$ cat config.mk
export PLATFORM = sky130hd
export DESIGN_NAME = utf8_token_budget_truncator
export DESIGN_NICKNAME = d
export VERILOG_FILES = /design/src/hw/rtl/utb_pkg.sv /design/src/hw/rtl/utf8_token_budget_truncator.sv /design/src/hw/rtl/utb_feed.sv
export VERILOG_INCLUDE_DIRS = /design/src /design/src/hw/rtl
export SDC_FILE = /design/constraint.sdc
export NUM_CORES = 1
export LEC_CHECK = 0
export BUFFER_PORTS_ARGS = -buffer_cell sky130_fd_sc_hd__buf_4
export CAP_MARGIN = 30
export CORE_MARGIN = 10
export CORE_UTILIZATION = 30
export CTS_CLUSTER_DIAMETER = 120
export CTS_CLUSTER_SIZE = 8
export DETAILED_ROUTE_END_ITERATION = 16
export GPL_TIMING_DRIVEN = 0
export PLACE_DENSITY_LB_ADDON = 0.05
export SLEW_MARGIN = 25
export SYNTH_ARGS = -nofsm -noshare
export SYNTH_HDL_FRONTEND = slang
export SYNTH_SLANG_ARGS = --single-unit
$ cat constraint.sdc
create_clock -name clk_i -period 12.4 [get_ports clk_i]
set_clock_uncertainty 0.05 [all_clocks]
set_input_delay 0.62 -clock clk_i [delete_from_list [all_inputs] [get_ports clk_i]]
set_output_delay 0.62 -clock clk_i [all_outputs]
set_load 0.05 [all_outputs]
$ cat src/hw/rtl/utf8_token_budget_truncator_assert.svh
// ----------------------------------------------------------------------------
// Assertion macros for the token budget truncator
// Concurrent checks on clk_i, disabled while rst_ni is low; empty in synthesis.
// ----------------------------------------------------------------------------
`ifndef UTF8_TOKEN_BUDGET_TRUNCATOR_ASSERT_SVH
`define UTF8_TOKEN_BUDGET_TRUNCATOR_ASSERT_SVH

`ifndef SYNTHESIS
// plain property, checked every clock
`define UTB_ASSERT(lbl, prop, msg) \
  lbl: assert property (@(posedge clk_i) disable iff (!rst_ni) (prop)) else $error(msg);
// same-cycle implication
`define UTB_ASSERT_IMP(lbl, ante, cons, msg) \
  lbl: assert property (@(posedge clk_i) disable iff (!rst_ni) (ante) |-> (cons)) \
    else $error(msg);
`else
`define UTB_ASSERT(lbl, prop, msg)
`define UTB_ASSERT_IMP(lbl, ante, cons, msg)
`endif

`endif

$ cat src/hw/rtl/utb_pkg.sv
// ----------------------------------------------------------------------------
// utb_pkg
// Types, constants and helpers shared by the token budget truncator.
// ----------------------------------------------------------------------------
`default_nettype none

package utb_pkg;

  localparam int unsigned MaxBytes       = 65536;
  localparam int unsigned ReservedTokens = 3;

  localparam int unsigned CntW  = 17;  // token counts, byte positions
  localparam int unsigned PosW  = 16;  // positions of bytes below the limit
  localparam int unsigned WordW = 15;  // per-word token count
  localparam int unsigned SeqW  = 15;  // sequence length register

  localparam logic [WordW-1:0] WordSat = '1;

  localparam logic [7:0] ByteCont    = 8'h80;  // 10xxxxxx
  localparam logic [7:0] ByteTopMask = 8'hC0;
  localparam logic [7:0] LeadThree   = 8'hE0;
  localparam logic [7:0] LeadFour    = 8'hF0;
  localparam logic [7:0] ChSpace     = 8'h20;
  localparam logic [7:0] ChTab       = 8'h09;
  localparam logic [7:0] ChLf        = 8'h0A;
  localparam logic [7:0] ChCr        = 8'h0D;

  typedef enum logic [1:0] {
    OP_QUERY_BYTE   = 2'd0,
    OP_QUERY_END    = 2'd1,
    OP_PASSAGE_BYTE = 2'd2,
    OP_PASSAGE_END  = 2'd3
  } opcode_e;

  typedef enum logic [1:0] {
    CAT_NORMAL    = 2'd0,
    CAT_TRUNCATED = 2'd1,
    CAT_EXTREME   = 2'd2
  } category_e;

  // per-text counting state
  typedef struct packed {
    logic [CntW-1:0]  token_total;
    logic [WordW-1:0] word_tokens;
    logic [1:0]       word_phase;
    logic             in_word;
    logic [PosW-1:0]  word_base;
    logic [1:0]       skip_left;
    logic [CntW-1:0]  byte_pos;
    logic [PosW-1:0]  last_whole_pos;
    logic             cut_found;
    logic [CntW-1:0]  cut_pos;
  } text_t;

  function automatic logic [CntW-1:0] sat_cnt(input logic [CntW:0] s);
    return s[CntW] ? {CntW{1'b1}} : s[CntW-1:0];
  endfunction

  // closes the open ASCII word, recording the first cut on a passage
  function automatic text_t close_word(input text_t t, input logic passage,
                                       input logic [SeqW-1:0] bud);
    text_t         r;
    logic [CntW:0] sum;
    r   = t;
    sum = {1'b0, t.token_total} + (CntW+1)'(t.word_tokens);
    if (t.in_word) begin
      if (passage && !t.cut_found && sum > (CntW+1)'(bud)) begin
        r.cut_found = 1'b1;
        r.cut_pos   = CntW'(t.word_base);
      end
      r.token_total = sat_cnt(sum);
    end
    r.in_word     = 1'b0;
    r.word_tokens = '0;
    r.word_phase  = '0;
    return r;
  endfunction

endpackage

`default_nettype wire

$ cat src/hw/rtl/utf8_token_budget_truncator.sv
// ----------------------------------------------------------------------------
// utf8_token_budget_truncator
// Token estimate of a query and a passage, and the passage prefix to keep.
// ----------------------------------------------------------------------------
// Usage:
//   Input channel (in_valid_i/in_ready_o) carries one item per byte or end
//   marker: query bytes, query end, passage bytes, passage end.
//   Output channel (out_valid_o/out_ready_i) carries one result item per
//   passage end: category, both token counts, kept length and flags.
//   cfg_we_i/cfg_wdata_i write the sequence length, only while the block is idle;
//   the user must ensure it, the block does not enforce it. The result register
//   loads at the edge the passage end item is taken, so the result can be
//   taken in the next cycle. Throughput: one item per cycle, every opcode,
//   unless stalled; the counting state is updated at the edge an item is
//   taken, by a single pass of logic (word close, segment add, budget compare).
//   Stall: while a result waits unclaimed, in_ready_o follows out_ready_i,
//   so a new item still enters in the cycle the waiting result is taken.
//   Reset: counting state clears, no result pending, sequence length = 512.
//   After each result the text state clears; the register keeps its value.
// ----------------------------------------------------------------------------
`default_nettype none
`include "utf8_token_budget_truncator_assert.svh"

module utf8_token_budget_truncator (
  input  logic                       clk_i,
  input  logic                       rst_ni,
  input  logic                       cfg_we_i,
  input  logic [utb_pkg::SeqW-1:0]   cfg_wdata_i,
  input  logic                       in_valid_i,
  output logic                       in_ready_o,
  input  logic [1:0]                 opcode_i,
  input  logic [7:0]                 text_byte_i,
  output logic                       out_valid_o,
  input  logic                       out_ready_i,
  output logic [1:0]                 category_o,
  output logic [utb_pkg::CntW-1:0]   passage_tokens_o,
  output logic [utb_pkg::CntW-1:0]   query_tokens_o,
  output logic [utb_pkg::CntW-1:0]   kept_length_o,
  output logic                       score_zero_o,
  output logic                       too_long_o
);
  import utb_pkg::*;

  // state
  logic [SeqW-1:0] max_q;
  text_t           text_q, text_d;
  logic [CntW-1:0] query_count_q, query_count_d;
  logic            overflow_q, overflow_d;
  logic            passage_open_q, passage_open_d;

  // result register
  logic            out_valid_q, out_valid_d;
  category_e       category_q, category_d;
  logic [CntW-1:0] ptok_q, ptok_d;
  logic [CntW-1:0] qtok_q, qtok_d;
  logic [CntW-1:0] kept_q, kept_d;
  logic            too_long_q, too_long_d;

  logic            accept;
  opcode_e         op;
  logic [CntW:0]   q_sum;
  logic [CntW-1:0] q_close;
  logic            closing;
  text_t           text_pre;
  logic [CntW-1:0] qc_eff;
  logic [CntW:0]   need;
  logic [SeqW-1:0] budget;
  text_t           feed_in;
  text_t           feed_out;
  logic            feed_ovf;
  logic            feed_psg;
  text_t           closed;
  logic [CntW-1:0] p_tok;
  logic [CntW-1:0] limit4;

  assign in_ready_o = !out_valid_q || out_ready_i;
  assign accept     = in_valid_i && in_ready_o;
  assign op         = opcode_e'(opcode_i);

  // closing the query: flush the open word, non-empty text counts at least 1
  assign q_sum   = {1'b0, text_q.token_total}
                 + (text_q.in_word ? (CntW+1)'(text_q.word_tokens) : '0);
  assign q_close = (text_q.byte_pos != '0 && sat_cnt(q_sum) == '0) ? CntW'(1)
                                                                     : sat_cnt(q_sum);

  // passage traffic with query bytes pending closes the query on the way
  assign closing  = !passage_open_q && (text_q.byte_pos != '0);
  assign text_pre = closing ? text_t'('0) : text_q;
  assign qc_eff   = closing ? q_close : query_count_q;

  // budget = max(0, sequence length - query - reserved)
  assign need   = (CntW+1)'(qc_eff) + (CntW+1)'(ReservedTokens);
  assign budget = ((CntW+1)'(max_q) > need) ? SeqW'((CntW+1)'(max_q) - need) : '0;

  assign feed_psg = (op == OP_PASSAGE_BYTE);
  assign feed_in  = feed_psg ? text_pre : text_q;

  utb_feed u_feed (
    .text_i     (feed_in),
    .byte_i     (text_byte_i),
    .passage_i  (feed_psg),
    .budget_i   (budget),
    .text_o     (feed_out),
    .overflow_o (feed_ovf)
  );

  // passage end: close the last word and form the result
  assign closed = close_word(text_pre, 1'b1, budget);
  assign p_tok  = (text_pre.byte_pos != '0 && closed.token_total == '0) ? CntW'(1)
                                                                        : closed.token_total;
  assign limit4 = {max_q, 2'b00};

  always_comb begin
    text_d         = text_q;
    query_count_d  = query_count_q;
    overflow_d     = overflow_q;
    passage_open_d = passage_open_q;
    if (accept) begin
      case (op)
        OP_QUERY_BYTE: begin
          if (!passage_open_q) begin
            text_d     = feed_out;
            overflow_d = overflow_q | feed_ovf;
          end
        end
        OP_QUERY_END: begin
          if (!passage_open_q) begin
            query_count_d = q_close;
            text_d        = '0;
          end
        end
        OP_PASSAGE_BYTE: begin
          query_count_d  = qc_eff;
          passage_open_d = 1'b1;
          text_d         = feed_out;
          overflow_d     = overflow_q | feed_ovf;
        end
        OP_PASSAGE_END: begin
          text_d         = '0;
          query_count_d  = '0;
          overflow_d     = 1'b0;
          passage_open_d = 1'b0;
        end
        default: begin
          text_d = text_q;
        end
      endcase
    end
  end

  always_comb begin
    out_valid_d = out_valid_q && !out_ready_i;
    category_d  = category_q;
    ptok_d      = ptok_q;
    qtok_d      = qtok_q;
    kept_d      = kept_q;
    too_long_d  = too_long_q;
    if (accept && op == OP_PASSAGE_END) begin
      out_valid_d = 1'b1;
      ptok_d      = p_tok;
      qtok_d      = qc_eff;
      too_long_d  = overflow_q;
      if (p_tok <= CntW'(budget)) begin
        category_d = CAT_NORMAL;
        kept_d     = text_pre.byte_pos;
      end else if (p_tok > limit4) begin
        category_d = CAT_EXTREME;
        kept_d     = '0;
      end else begin
        category_d = CAT_TRUNCATED;
        if (budget == '0) begin
          kept_d = '0;
        end else if (closed.cut_found) begin
          kept_d = closed.cut_pos;
        end else begin
          kept_d = text_pre.byte_pos;
        end
      end
    end
  end

  always_ff @(posedge clk_i or negedge rst_ni) begin
    if (!rst_ni) begin
      max_q          <= SeqW'(512);
      text_q         <= '0;
      query_count_q  <= '0;
      overflow_q     <= 1'b0;
      passage_open_q <= 1'b0;
      out_valid_q    <= 1'b0;
    end else begin
      if (cfg_we_i) begin
        max_q <= cfg_wdata_i;
      end
      text_q         <= text_d;
      query_count_q  <= query_count_d;
      overflow_q     <= overflow_d;
      passage_open_q <= passage_open_d;
      out_valid_q    <= out_valid_d;
    end
  end

  always_ff @(posedge clk_i) begin
    category_q <= category_d;
    ptok_q     <= ptok_d;
    qtok_q     <= qtok_d;
    kept_q     <= kept_d;
    too_long_q <= too_long_d;
  end

  assign out_valid_o      = out_valid_q;
  assign category_o       = category_q;
  assign passage_tokens_o = ptok_q;
  assign query_tokens_o   = qtok_q;
  assign kept_length_o    = kept_q;
  assign score_zero_o     = (category_q == CAT_EXTREME);
  assign too_long_o       = too_long_q;

  // checks
  `UTB_ASSERT(a_pos_bound, text_q.byte_pos <= CntW'(MaxBytes), "byte position past limit")
  `UTB_ASSERT_IMP(a_cut_in_psg, text_q.cut_found, passage_open_q, "cut outside a passage")
  `UTB_ASSERT_IMP(a_close_gives_result, $fell(passage_open_q), out_valid_q,
                  "passage closed without a result")
  `UTB_ASSERT_IMP(a_extreme_keeps_none, out_valid_q && category_q == CAT_EXTREME,
                  kept_q == '0, "extremely long passage keeps bytes")
  `UTB_ASSERT_IMP(a_kept_in_text, out_valid_q && category_q != CAT_EXTREME,
                  kept_q <= CntW'(MaxBytes), "kept length beyond text")

endmodule

`default_nettype wire

$ cat src/hw/rtl/utb_feed.sv
// ----------------------------------------------------------------------------
// utb_feed
// One text byte into the counting state: words, multibyte leads, cut search.
// ----------------------------------------------------------------------------
`default_nettype none

module utb_feed (
  input  utb_pkg::text_t             text_i,
  input  logic [7:0]                 byte_i,
  input  logic                       passage_i,
  input  logic [utb_pkg::SeqW-1:0]   budget_i,
  output utb_pkg::text_t             text_o,
  output logic                       overflow_o
);
  import utb_pkg::*;

  logic [PosW-1:0] pos;
  logic            is_cont;
  logic [1:0]      seg;
  logic [PosW-1:0] seg_base;
  logic [CntW:0]   seg_sum;
  text_t           t;

  assign pos     = text_i.byte_pos[PosW-1:0];
  assign is_cont = (byte_i & ByteTopMask) == ByteCont;

  always_comb begin
    t          = text_i;
    overflow_o = 1'b0;
    seg        = (byte_i >= LeadThree) ? 2'd2 : 2'd1;
    seg_base   = is_cont ? text_i.last_whole_pos : pos;
    seg_sum    = '0;
    if (text_i.byte_pos >= CntW'(MaxBytes)) begin
      overflow_o = 1'b1;
    end else begin
      if (text_i.skip_left != 2'd0) begin
        t.skip_left = text_i.skip_left - 2'd1;
      end else if (!byte_i[7]) begin
        if (byte_i inside {ChSpace, ChTab, ChLf, ChCr}) begin
          t = close_word(text_i, passage_i, budget_i);
        end else begin
          if (!text_i.in_word) begin
            t.in_word     = 1'b1;
            t.word_base   = pos;
            t.word_tokens = '0;
            t.word_phase  = '0;
          end
          // one token per three bytes, counted on the first of each three
          if (t.word_phase == 2'd0 && t.word_tokens != WordSat) begin
            t.word_tokens = t.word_tokens + WordW'(1);
          end
          t.word_phase = (t.word_phase >= 2'd2) ? 2'd0 : t.word_phase + 2'd1;
        end
      end else begin
        t       = close_word(text_i, passage_i, budget_i);
        seg_sum = {1'b0, t.token_total} + (CntW+1)'(seg);
        if (passage_i && !t.cut_found && seg_sum > (CntW+1)'(budget_i)) begin
          t.cut_found = 1'b1;
          t.cut_pos   = CntW'(seg_base);
        end
        t.token_total = sat_cnt(seg_sum);
        t.skip_left   = (byte_i >= LeadFour)  ? 2'd3 :
                        (byte_i >= LeadThree) ? 2'd2 : 2'd1;
      end
      if (!is_cont) begin
        t.last_whole_pos = pos;
      end
      t.byte_pos = text_i.byte_pos + CntW'(1);
    end
  end

  assign text_o = t;

endmodule

`default_nettype wire
==> Word-level counts from Yosys, hierarchy flattened <==
Index checks and enable logic that the tools add are counted.
{ "classes": {"n_addsub": 10, "multipliers": 0, "n_div": 0, "order_cmp": 10, "n_eq_ne": 12, "shift": 0, "n_mux": 58, "bitwise": 1, "n_reduce_logical": 35} }
{ "op_table": {"columns": ["cell", "n"], "rows": [
  ["104-bit two-way mux", 6],
  ["104-bit one-hot mux with 4 select lines", 1],
  ["17-bit two-way mux", 18],
  ["34-bit two-way mux", 7],
  ["18-bit two-way mux", 9],
  ["17-bit by 15-bit adder with 18-bit output", 3],
  ["18-bit by 15-bit greater-than comparator with 1-bit output", 3],
  ["51-bit two-way mux", 1],
  ["17-bit one-hot mux with 3 select lines", 1],
  ["15-bit two-way mux", 3],
  ["17-bit zero test", 2],
  ["17-bit nonzero test", 2],
  ["16-bit two-way mux", 2],
  ["8-bit by 4-bit == test with 1-bit output, second input constant", 3],
  ["17-bit by 2-bit adder with 18-bit output", 1],
  ["17-bit by 2-bit adder with 18-bit output, second input constant", 1],
  ["15-bit by 18-bit greater-than comparator with 1-bit output", 1],
  ["17-bit by 1-bit adder with 17-bit output, second input constant", 1],
  ["17-bit >= comparator, second input constant", 1],
  ["17-bit greater-than comparator", 1],
  ["17-bit by 15-bit <= comparator with 1-bit output", 1],
  ["8-bit >= comparator, second input constant", 2],
  ["15-bit by 1-bit adder with 15-bit output, second input constant", 1],
  ["15-bit zero test", 1],
  ["23 further kinds", 54]
]} }
{ "totals": {"register_bits": 193, "latchBits": 0, "ramBits": 0, "mem_bits_ro": 0, "inputBits": 30, "mem_count": 0} }

==> Depth between registers and ports, before layout <==
{ "logic_depth": {"ltp_word": 27, "ltp_mapped": 48, "depth_no_buf": 39} }

==> By module <==
Synthesis repeated with hierarchy kept, for this count alone.
{ "hier_totals": {"hier_cells": 2438, "hier_area_um2": 19200.9} }
{ "by_module_without_submodules": {"columns": ["mod", "n_inst", "cells_per_inst", "area_each_um2"], "rows": [
  ["utf8_token_budget_truncator", 1, 1652, 14121.0],
  ["utb_feed", 1, 786, 5079.9]
]} }

==> Worst setup path before layout <==
OpenSTA, ideal clock, no wires.
{ "synth_timing": {"path_kind": "reg2reg", "start": "register text_q[69] (netlist name)", "end": "register kept_q[10], in the netlist kept_length_o[10], data pin", "setup_ns": 0.270, "t_arrival_ns": 9.716, "t_required_ns": 12.080, "slack_ns": 2.363, "stages_incl_launch_ff": 46, "n_path_buf": 10, "period_less_slack_ns": 10.037, "path_cell_list": "dfrtp_1 buf_2 clkbuf_1 clkbuf_1 clkbuf_1 clkbuf_1 clkbuf_1 and2_1 ha_1 buf_2 a211o_1 a21oi_1 o21ai_2 xnor2_2 o2111ai_1 nor4_1 a211oi_1 o21ai_0 [10 not listed] or2_2 or4_4 nand2_4 buf_8 buf_2 nand2_1 ha_1 a21o_1 a21oi_1 nor2b_1 o311ai_0 a21oi_1 or2_2 o21a_1 o21ai_1 or2_2 clkbuf_1 a21oi_1"} }
{ "synth_between": {"elab_chain_len": 18, "elab_cells_between_ends": 27, "cone_classes": "add/sub (3); order compare (4); mux (14); reduce/logical (6)"} }
{ "synth_lines": {"columns": ["element", "line_no", "text"], "rows": [
  ["from (decl)", "utf8_token_budget_truncator.sv:46", "text_t text_q, text_d;"],
  ["from (signal assigned)", "utf8_token_budget_truncator.sv:194", "text_q <= text_d;"],
  ["15-bit two-way mux *", "utf8_token_budget_truncator.sv:82", "+ (text_q.in_word ? (CntW+1)'(text_q.word_tokens) : '0);"],
  ["17-bit by 15-bit adder with 18-bit output *", "utf8_token_budget_truncator.sv:82", null],
  ["17-bit two-way mux *", "utb_pkg.sv:56", "return s[CntW] ? {CntW{1'b1}} : s[CntW-1:0];"],
  ["17-bit zero test", "utf8_token_budget_truncator.sv:83", "assign q_close = (text_q.byte_pos != '0 && sat_cnt(q_sum) == '0) ? CntW'(1)"],
  ["1-bit logical AND", "utf8_token_budget_truncator.sv:83", null],
  ["17-bit two-way mux *", "utf8_token_budget_truncator.sv:83", null],
  ["17-bit two-way mux *", "utf8_token_budget_truncator.sv:89", "assign qc_eff = closing ? q_close : query_count_q;"],
  ["via qc_eff[0]", "utf8_token_budget_truncator.sv:65", "logic [CntW-1:0] qc_eff;"],
  ["[3 not listed]", null, null],
  ["18-bit by 15-bit greater-than comparator with 1-bit output", "utb_pkg.sv:67", "if (passage && !t.cut_found && sum > (CntW+1)'(bud)) begin"],
  ["1-bit logical AND", "utb_pkg.sv:67", null],
  ["18-bit two-way mux", "utb_pkg.sv:67", null],
  ["18-bit two-way mux", "utb_pkg.sv:66", "if (t.in_word) begin"],
  ["17-bit two-way mux", "utf8_token_budget_truncator.sv:173", "end else if (closed.cut_found) begin"],
  ["17-bit two-way mux", "utf8_token_budget_truncator.sv:171", "if (budget == '0) begin"],
  ["17-bit two-way mux", "utf8_token_budget_truncator.sv:166", "end else if (p_tok > limit4) begin"],
  ["17-bit two-way mux *", "utf8_token_budget_truncator.sv:163", "if (p_tok <= CntW'(budget)) begin"],
  ["to (signal assigned)", "utf8_token_budget_truncator.sv:206", "kept_q <= kept_d;"],
  ["to (decl)", "utf8_token_budget_truncator.sv:56", "logic [CntW-1:0] kept_q, kept_d;"]
]} }
The timed path passes the listed nets; every way through them passes the cells marked *.
A chain may end at the register's enable or synchronous reset.

==> Final worst setup path <==
{ "layout_timing": {"start": "register text_q[69] (netlist name)", "end": "register text_q[10] (netlist name)"} }
{ "layout_between": {"elab_chain_len": 26, "elab_cells_between_ends": 36, "cone_classes": "add/sub (4); order compare (3); mux (23); reduce/logical (6)"} }
{ "layout_lines": {"columns": ["element", "line_no", "text"], "rows": [
  ["15-bit two-way mux *", "utf8_token_budget_truncator.sv:82", null],
  ["17-bit by 15-bit adder with 18-bit output *", "utf8_token_budget_truncator.sv:82", null],
  ["17-bit two-way mux *", "utb_pkg.sv:56", null],
  ["17-bit zero test", "utf8_token_budget_truncator.sv:83", null],
  ["1-bit logical AND", "utf8_token_budget_truncator.sv:83", null],
  ["17-bit two-way mux *", "utf8_token_budget_truncator.sv:83", null],
  ["17-bit two-way mux *", "utf8_token_budget_truncator.sv:89", null],
  ["via qc_eff[0]", "utf8_token_budget_truncator.sv:65", null],
  ["[10 not listed]", null, null],
  ["1-bit zero test", "utb_feed.sv:57", "if (passage_i && !t.cut_found && seg_sum > (CntW+1)'(budget_i)) begin"],
  ["1-bit logical AND (2 in series)", "utb_feed.sv:57", null],
  ["18-bit two-way mux", "utb_feed.sv:57", null],
  ["104-bit two-way mux *", "utb_feed.sv:38", "end else if (!byte_i[7]) begin"],
  ["34-bit two-way mux *", "utb_feed.sv:36", "if (text_i.skip_left != 2'd0) begin"],
  ["104-bit two-way mux *", "utb_feed.sv:33", "if (text_i.byte_pos >= CntW'(MaxBytes)) begin"],
  ["104-bit two-way mux", "utf8_token_budget_truncator.sv:121", "if (!passage_open_q) begin"],
  ["104-bit one-hot mux with 4 select lines *", "utf8_token_budget_truncator.sv:119", "case (op)"]
]} }
The timed path passes the listed nets; every way through them passes the cells marked *. The select of a mux whose other input is x is not followed.

==> metrics <==
Synth Area in XOR/XNOR 0.02973; RSZ-0062 raised after global routing no; Synth Area in Simple Gates 0.2190; Worst R2R Path Depth 46; post-layout worst setup margin 678.6 ps; Worst-path clk slew 90 ps; Worst setup EP type register; filler cell count 6,109; cell family with most CP delay compound AO/OA/AOI/OAI gates; CP arrival 12,060 ps; Pwr Density 185.5 nW/um2; cell at the slowest stage of the critical path or4_4; first-pass GRT wire length 115,100 um; Syn Std Cell Area 17,340 um2; detailed router's first-iteration violation count 1,590; Lkg Pwr 8.477 nW; Finished Cell Area 19,750 um2; die area 67,810 um2; Vias/cell 5.802; port bufs 83; DRT Wirelength 77,800 um; # rows 88; worst reg2reg setup slack 680 ps; Max Cap Viol 0; fin cells 3,000; synthesized-area fraction occupied by adder cells 0.1068; pin count of the biggest net entering global routing 63; hold crit path type primary input to register; top cell type's share of synthesized area 0.1992; DR DRC count 0; Crit path largest cell delay 580 ps; IO Pins 87; number of buffers created by CTS 17; routed wl met2 37,070 um; syn_nets 2,285; Core Area 57,480 um2; nets 2,397; Worst Setup SP text_q[69]; post-DP HPWL 61,830 um; hold worst-path end max_q[8]; CP Launch Type register; top sig layer met4; RePlAce Congestion 0.9113; initial antenna violation count 0; area leader, netlist dfrtp_1; Max Buffers Root-to-Sink 2; top_reg_cell synth dfrtp_1; met1 wire length 34,810 um; sequential fraction of the synthesis area 0.2942; worst slew pin tran 952.7 ps; Total Routing Usage GR 0.2277; met3 routed WL 4054 um; Synth async-reset ratio 0.7202; critical path class register to register; routed vias 17.41k; VDD IR-drop max 0.0001395 V; CTS tree done; ranking of synthesized cells by area dfrtp_1, ha_1, edfxtp_1; worst skew pair latency 520 ps; hold depth 3; Placement Cell Area 19,050 um2; Antenna diodes 0; Setup WS pre-CTS -1750 ps; worst path bufs/invs 10; CTS Sinks 193; status completed; layout cell share with drive strength beyond 1 0.09530; largest family of logic cells by synthesized area compound AO/OA/AOI/OAI gates; Cell variety after synth 101; Congestion Overflow GR 0; Initial Util 0.3017; Cells after Synth 2,110; #FFs+latches synth 193; Die H 260.4 um; vias in the first global route 17.02k; Avg Inst Size Synth 8.217 um2; # placed instances 2,966; setup TNS 0 ps; Die Wd 260.4 um; f_max 0.08531 GHz; final slew viol count 0; H-tree levels 4; Root Buffer clkbuf_16; largest fanout on the critical path 28; count leader, synth nand2_1; Tmin final 11,720 ps; Core Util, Final 0.3436; critical path data required time 12,740 ps; Final Hold Vio Count 0; worst hold start cfg_wdata_i[8]; EDFF count, synth 54; drt pass-1 iters 6; Reg-to-Reg Start text_q[69]; CP dominant cell by count a21oi_1; period utilisation layout 0.9453; RR Endpoint text_q[10]; Slew Limit Headroom 0.3610; area grow syn2layout 13.91%; WL/cell 25.93 um; Ys Warns 0; multiplexer share of the synthesized area 0.01725; setup violators final 0; post-synthesis compound-gate area fraction 0.2849; post-route antenna net violation count 0; top post-synthesis cells by count nand2_1, nor2_1, ha_1
-- logic make-up after synthesis --
group | after synthesis
buffers and inverters | 209
AOI/OAI and AO/OA | 711
muxes | 29
DFF | 193
xor gates and xnor gates | 58
and+or+nand+nor | 765
adders and majority gates | 145
-- worst max-delay path by stage --
stage	to	slack (ps)	cells past startpoint
after floorplan	kept_length_o[10]	2360	45
after CTS	text_q[10]	220	36
after global placement	text_q[10]	-1730	46
after detailed placement	text_q[10]	-1750	48
final	text_q[10]	680	46
after global routing	text_q[10]	10	46
-- per-stage QoR --
step           hold slack [ps]  total power, mW
4_1_cts                  235.6            3.652
6_report                 264.2            3.664
3_5_place_dp             422.3            3.017
2_1_floorplan            274.4            2.267
3_3_place_gp             404.5            2.992
5_1_grt                  259.4            3.925
-- layout by cell type, fill, tap and decap left out, types with 15 or more instances in the layout --
cell       instances
a211oi_1          34
a21o_1            42
a21oi_1          128
a22o_1            44
a31oi_1           55
and2_1            72
and3_1            38
buf_2             16
buf_4             89
clkbuf_1          83
clkbuf_16         17
dfrtp_1          138
edfxtp_1          54
ha_1             140
inv_1             86
mux2i_1           21
nand2_1          229
nand2b_1          22
nand3_1           60
nand4_1           41
nor2_1           148
nor2b_1           19
nor3_1            57
nor4_1            17
o211ai_1          23
o21a_1            29
o21ai_0          134
o21ai_1           16
o22a_1            15
xnor2_1           40
xor2_1            17
-- sequential cells by signal (all words and copies together), names as in the netlist --
signal and count:
too_long_o 1, text_q 104, passage_tokens_o 17, max_q 15
overflow_q 1, kept_length_o 17, category_o 2, query_tokens_o 17
out_valid_o 1, passage_open_q 1, query_count_q 17
-- area by class of cell --
cell class | count | area [um2] | share of cell area
inverters | 88 | 332.8 | 0.01685
clock inverters | 14 | 182.7 | 0.009249
repair buffers | 95 | 774.5 | 0.03921
plain buffers | 119 | 515.5 | 0.02610
well taps | 765 | 957.2 | 0.04846
flip-flops and latches | 193 | 5101 | 0.2583
multi-input cells | 1708 | 11450 | 0.5796
clock buffers | 18 | 439.2 | 0.02224
-- report_power, final --
| part | total [mW] | switching [mW] | internal, mW | leakage, nW |
|---|---|---|---|---|
| Clock | 0.618 | 0.321 | 0.297 | 0.304 |
| Combinational | 2.20 | 1.45 | 0.753 | 5.80 |
| Sequential | 0.843 | 0.101 | 0.742 | 2.37 |
| Total | 3.66 | 1.87 | 1.79 | 8.48 |
-- worst reg2reg max path: cells and delay by family (launching register included) --
kind                       cells  cell delay, ps
and+or+nand+nor                9            2410
DFF                            1             460
AOI/OAI and AO/OA             20            4420
adders and majority gates      4            1130
buffers and inverters         10            2220
xor gates and xnor gates       2             670
muxes                          1             230
-- repair_timing --
item	CTS	global route
endpoints found under the setup margin	37	30
hold endpoints to repair	31	0
gates resized for setup	9	14
gates cloned	0	0
pin swaps	0	2
setup buffers	0	2
hold buffers	1	0
-- layer usage --
layer / GRT usage / vias to the layer above
met5: 0 / -
met4: 0.07315 / 0
met3: 0.02840 / 96
met2: 0.3796 / 565
met1: 0.3008 / 8556
li1: - / 8188
(Power assumes the default switching activity.)
